--- config.mk ---
export PLATFORM = sky130hd
export DESIGN_NAME = sbo_stack
export DESIGN_NICKNAME = d
export VERILOG_FILES = /design/src/rtl/core/sbo_pkg.sv /design/src/rtl/core/sbo_cell.sv /design/src/rtl/core/sbo_stack.sv
export SDC_FILE = /design/constraint.sdc
export NUM_CORES = 2
export LEC_CHECK = 0
export BUFFER_PORTS_ARGS = -buffer_cell sky130_fd_sc_hd__buf_4
export CORE_MARGIN = 3
export CORE_UTILIZATION = 55
export DETAILED_ROUTE_END_ITERATION = 8
export PLACE_DENSITY = 0.71
export SYNTH_ARGS = -nofsm -noshare
export SYNTH_HDL_FRONTEND = slang
export SYNTH_SLANG_ARGS = --single-unit
--- constraint.sdc ---
create_clock -name clk_i -period 7.07 [get_ports clk_i]
set_clock_uncertainty 0.1 [all_clocks]
set_input_delay 0.707 -clock clk_i [delete_from_list [all_inputs] [get_ports clk_i]]
set_output_delay 0.707 -clock clk_i [all_outputs]
set_load 0.02 [all_outputs]
--- src/rtl/core/sbo_pkg.sv ---
`timescale 1ns / 1ps
// ----------------------------------------------------------------------------
// sbo_pkg: shared types and constants of the swing break order signal
// Quantity width, order side codes, level compare direction and the control
// bundle that drives one swing level stack.
// ----------------------------------------------------------------------------
package sbo_pkg;

  localparam int unsigned QtyBits = 16;
  localparam logic [QtyBits-1:0] OrderSizeReset = 16'd10;

  localparam logic SideBuy  = 1'b0;
  localparam logic SideSell = 1'b1;

  // A stored level is passed when the probe lies above it (swing highs)
  // or below it (swing lows).
  typedef enum logic {
    CMP_ABOVE,
    CMP_BELOW
  } sbo_cmp_e;

  typedef struct packed {
    logic en;    // a candle is transferred this cycle
    logic push;  // the candle completes a swing: push the middle level
  } sbo_stk_ctrl_t;

endpackage

--- src/rtl/core/sbo_cell.sv ---
`timescale 1ns / 1ps
// ----------------------------------------------------------------------------
// sbo_cell: one entry of a swing level stack
// Holds a level and its live flag. Takes the upper neighbor's level when the
// full stack shifts, or the new level when it is the first free slot, and
// reports whether the probe price passes the level it ends up holding.
// ----------------------------------------------------------------------------
module sbo_cell
  import sbo_pkg::*;
#(
  parameter int unsigned Width = 32,
  parameter sbo_cmp_e    Dir   = CMP_ABOVE
) (
  input  logic             clk_i,
  input  logic             rst_ni,
  input  sbo_stk_ctrl_t    ctrl_i,
  input  logic             full_i,
  input  logic             below_live_i,
  input  logic [Width-1:0] up_level_i,
  input  logic [Width-1:0] new_level_i,
  input  logic [Width-1:0] probe_i,
  input  logic             pop_i,
  output logic [Width-1:0] level_o,
  output logic             held_o,
  output logic             live_o,
  output logic             passed_o
);

  logic [Width-1:0] level_q, level_d;
  logic             live_q, live_p, live_d;
  logic             hit;

  always_comb begin
    level_d = level_q;
    if (ctrl_i.push && full_i) begin
      level_d = up_level_i;
    end else if (ctrl_i.push && !live_q && below_live_i) begin
      level_d = new_level_i;
    end
  end

  assign live_p = live_q | (ctrl_i.push & below_live_i);
  assign hit    = (Dir == CMP_ABOVE) ? (probe_i > level_d) : (probe_i < level_d);
  assign live_d = live_p & ~pop_i;

  always_ff @(posedge clk_i) begin
    if (ctrl_i.en) begin
      level_q <= level_d;
    end
  end

  always_ff @(posedge clk_i or negedge rst_ni) begin
    if (!rst_ni) begin
      live_q <= 1'b0;
    end else if (ctrl_i.en) begin
      live_q <= live_d;
    end
  end

  assign level_o  = level_q;
  assign held_o   = live_q;
  assign live_o   = live_p;
  assign passed_o = live_p & hit;

endmodule

--- src/rtl/core/sbo_stack.sv ---
`timescale 1ns / 1ps
// ----------------------------------------------------------------------------
// sbo_stack: row of level cells forming one bounded swing stack
// Cell 0 holds the oldest level; live flags form a fill gauge. A push into a
// full row shifts every level down one cell. All levels passed from the top
// down are popped in the same cycle.
// ----------------------------------------------------------------------------
module sbo_stack
  import sbo_pkg::*;
#(
  parameter int unsigned Depth = 16,
  parameter int unsigned Width = 32,
  parameter sbo_cmp_e    Dir   = CMP_ABOVE
) (
  input  logic             clk_i,
  input  logic             rst_ni,
  input  sbo_stk_ctrl_t    ctrl_i,
  input  logic [Width-1:0] new_level_i,
  input  logic [Width-1:0] probe_i,
  output logic             brk_o
);

  logic [Width-1:0] level [Depth];
  logic [Depth-1:0] held, live, passed, pass_or_free, pop;
  logic             full;

  assign full         = held[Depth-1];
  assign pass_or_free = passed | ~live;

  for (genvar i = 0; i < Depth; i++) begin : g_cell
    logic             below_live;
    logic [Width-1:0] up_level;

    if (i == 0) begin : g_bottom
      assign below_live = 1'b1;
    end else begin : g_inner
      assign below_live = held[i-1];
    end

    if (i == Depth - 1) begin : g_top
      assign up_level = new_level_i;
    end else begin : g_mid
      assign up_level = level[i+1];
    end

    // Pop a cell only if every live cell above it is passed too.
    assign pop[i] = passed[i] & (&pass_or_free[Depth-1:i]);

    sbo_cell #(
      .Width (Width),
      .Dir   (Dir)
    ) u_cell (
      .clk_i        (clk_i),
      .rst_ni       (rst_ni),
      .ctrl_i       (ctrl_i),
      .full_i       (full),
      .below_live_i (below_live),
      .up_level_i   (up_level),
      .new_level_i  (new_level_i),
      .probe_i      (probe_i),
      .pop_i        (pop[i]),
      .level_o      (level[i]),
      .held_o       (held[i]),
      .live_o       (live[i]),
      .passed_o     (passed[i])
    );
  end

  assign brk_o = |pop;

endmodule
==> impl_metrics.json <==
{
  "status": "complete, no violations",
  "clk_pin_slew_worst_paths_ps": 60,
  "final_util": 0.613,
  "required_ps": 6260,
  "track_usage": 0.265,
  "drv_slew": 0,
  "setup_ws_ps": 420,
  "path_cells": "o21ai_4 > buf_4 > mux2_2 > inv_1 > ha_1 > nand4_1 > nor3_1 > o21ai_0 > o211ai_1 > a2111oi_0 > a311o_1 > a2111o_1 > a211oi_4 > o311ai_1 > nand3_1 > buf_4",
  "wl_met3_mm": 6.07,
  "die_height_um": 277,
  "hold_violations": 0,
  "setup_viol": 0,
  "rows": 98,
  "remaining_drc_errors": 0,
  "syn_avg_cell_area_um2": 9.76,
  "syn_nets": 4716,
  "postRouteWirelength_mm": 105,
  "yosys-top-cells-count": "587 x nand2_1, 517 x inv_1, 512 x edfxtp_1, 512 x ha_1, 504 x mux2i_1",
  "fin_crit_ps": 6650,
  "yosys_warnings": 0,
  "clock-sinks": 528,
  "hp-class": "in -> async",
  "yosysTopAreaCellShare": 0.381,
  "clk_latency_ps": 610,
  "ant_nets": 0,
  "start_util": 0.560,
  "synth_area_um2": 40300,
  "period_share": 0.941,
  "ctsResizeCount": 0,
  "tns_ps": 0,
  "path_buf_inv": 3,
  "synth_cell_type_count": 66,
  "clockRootBuffer": "clkbuf_16",
  "clock.fmax_mhz": 150,
  "rsz0062_at_grt": "false",
  "worstMarginPinSlew_ps": 1070,
  "ctsHoldBuffers": 1,
  "yosysMostFrequentCell": "nand2_1",
  "cpPeakStageDelay_ps": 820,
  "n_fill_cell": 6111,
  "layout-drive-gt1-share": 0.0615,
  "drt_first_iter_violations": 2219,
  "ys_ff_latch": 528,
  "highest_layer": "met4",
  "seq_area_um2": 15800,
  "multi_input_area_um2": 21900,
  "cap_violations": 0,
  "wl_per_cell_um": 20.3,
  "design.die.area_um2": 76600,
  "wl_met2_mm": 47.5,
  "cp-start-kind": "flop",
  "gp_congestion": 0.903,
  "coreArea_um2": 72100,
  "area_growth_pct": 9.58,
  "path_common_cell": "buf_4",
  "diodes": 0,
  "cts_buffers": 66,
  "cp_slowest_cell": "o21ai_4",
  "synthArstFlopShare": 0.0303,
  "grt_pass1_vias": 29600,
  "cp.arrival_ps": 5840,
  "endpoint_kind": "output port",
  "grt_max_degree": 170,
  "peakVddDrop_mv": 0.168,
  "pre_cts_ws_ps": 561,
  "syn_inst": 4136,
  "dominantRegCellSynth": "edfxtp_1",
  "yosysSeqAreaShare": 0.391,
  "portBuffers": 68,
  "synth_area_leaders": "edfxtp_1 38%, ha_1 16%, mux2i_1 13%, o21a_1 6.7%, nand2_1 5.5%",
  "cts_buffer_depth": 3,
  "firstDrtPassIters": 7,
  "cts_tree": "done",
  "synth_edf_count": 512,
  "max_slew_margin": 0.287,
  "grt_overflow_total": 0,
  "h-tree-depth": 3,
  "worstPathMaxFanout": 22,
  "die_width_um": 277,
  "cts_setup_buffers": 0,
  "via_per_inst": 5.92,
  "p_per_area_nw_per_um2": 298,
  "vias": 30500,
  "grt_pass1_wl_mm": 163,
  "antenna_found_initial": 0,
  "p_leak_nw": 21.8,
  "final_nets": 4726,
  "crit_type": "reg -> out",
  "yosysTopAreaCell": "edfxtp_1",
  "wl_met1_mm": 46.8,
  "pin_count": 69,
  "dp_hpwl_mm": 76.8,
  "cp_top_family": "compound AO/OA/AOI/OAI gates"
}
-- final cells by class --
type                            instances  share of cell area
Tap cell                              950              0.0269
Timing Repair Buffer                  149              0.0295
Clock inverter                         18             0.00342
Inverter                              517              0.0439
Clock buffer                           99              0.0442
Multi-Input combinational cell       2884               0.495
Sequential cell                       528               0.357
-- routing by layer --
layer | track usage | up-vias
met5 | 0 | -
met4 | 0.106 | 0
met3 | 0.0299 | 190
met2 | 0.432 | 901
met1 | 0.361 | 14400
li1 | - | 15000
-- sequential cells by signal, summed over array words and instances, names as in the netlist --
name                   cells
g_cell.u_cell.level_o    512
g_cell.u_cell.held_o      16
-- metrics by stage --
step | std cells | hold slack [ps] | area [µm²] | total power, mW
6_report | 5145 | 485 | 44200 | 13.2
5_1_grt | 5145 | 477 | 44200 | 14.1
4_1_cts | 5145 | 439 | 44200 | 13.2
3_5_place_dp | 5027 | 478 | 42100 | 9.79
3_3_place_gp | 5027 | 466 | 42100 | 9.61
2_1_floorplan | 4136 | 311 | 40300 | 8.32
-- power breakdown --
part	internal, mW	switching [mW]	total (mW)
sequential	4.30	0.318	4.62
combinational	2.17	3.02	5.18
clock	2.01	1.36	3.37
-- kinds of logic after synthesis --
kind of cell	count (synthesis)	synth area share
AO/OA/AOI/OAI	952	0.155
AND/OR/NAND/NOR	908	0.101
buffers and inverters	724	0.0674
flip-flops	528	0.391
multiplexers	512	0.127
adder cells (fa/ha/maj)	512	0.159
-- path summary, 6_finish.rpt --
kind	startpoint	endpoint	cells after the start	slack, ps
min reg2reg	g_cell[15].u_cell.level_o[2]	g_cell[15].u_cell.level_o[2]	2	490
max in group asynchronous	rst_ni	g_cell[13].u_cell.held_o	2	6160
min in group clk_i	ctrl_i[0]	g_cell[0].u_cell.held_o	3	490
max reg2reg	g_cell[14].u_cell.held_o	g_cell[0].u_cell.held_o	15	1650
min	rst_ni	g_cell[0].u_cell.held_o	2	480
max	g_cell[14].u_cell.held_o	brk_o	16	420
-- placed cells by master (no fill, tap or decap), types with 7 or more instances in the layout --
cell type and count:
buf_4 133, clkbuf_16 73, buf_12 14, o211ai_1 25
a21oi_1 187, o21ai_0 199, inv_1 517, nand4_1 107
ha_1 512, nand3_1 40, dfrtp_1 16, nand2b_1 12
a221o_1 7, clkbuf_1 23, nor3_1 26, nor4_1 14
a221oi_1 17, nor2_1 48, o21a_1 361, nand3b_1 7
mux2_2 8, a211oi_1 30, nand2_1 587, and4_1 10
a21o_1 40, edfxtp_1 512, nor2b_1 24, mux2i_1 504
a31oi_1 17, o21ai_1 10, clkinv_1 11
No activity file was read; power rests on OpenSTA's default activity.
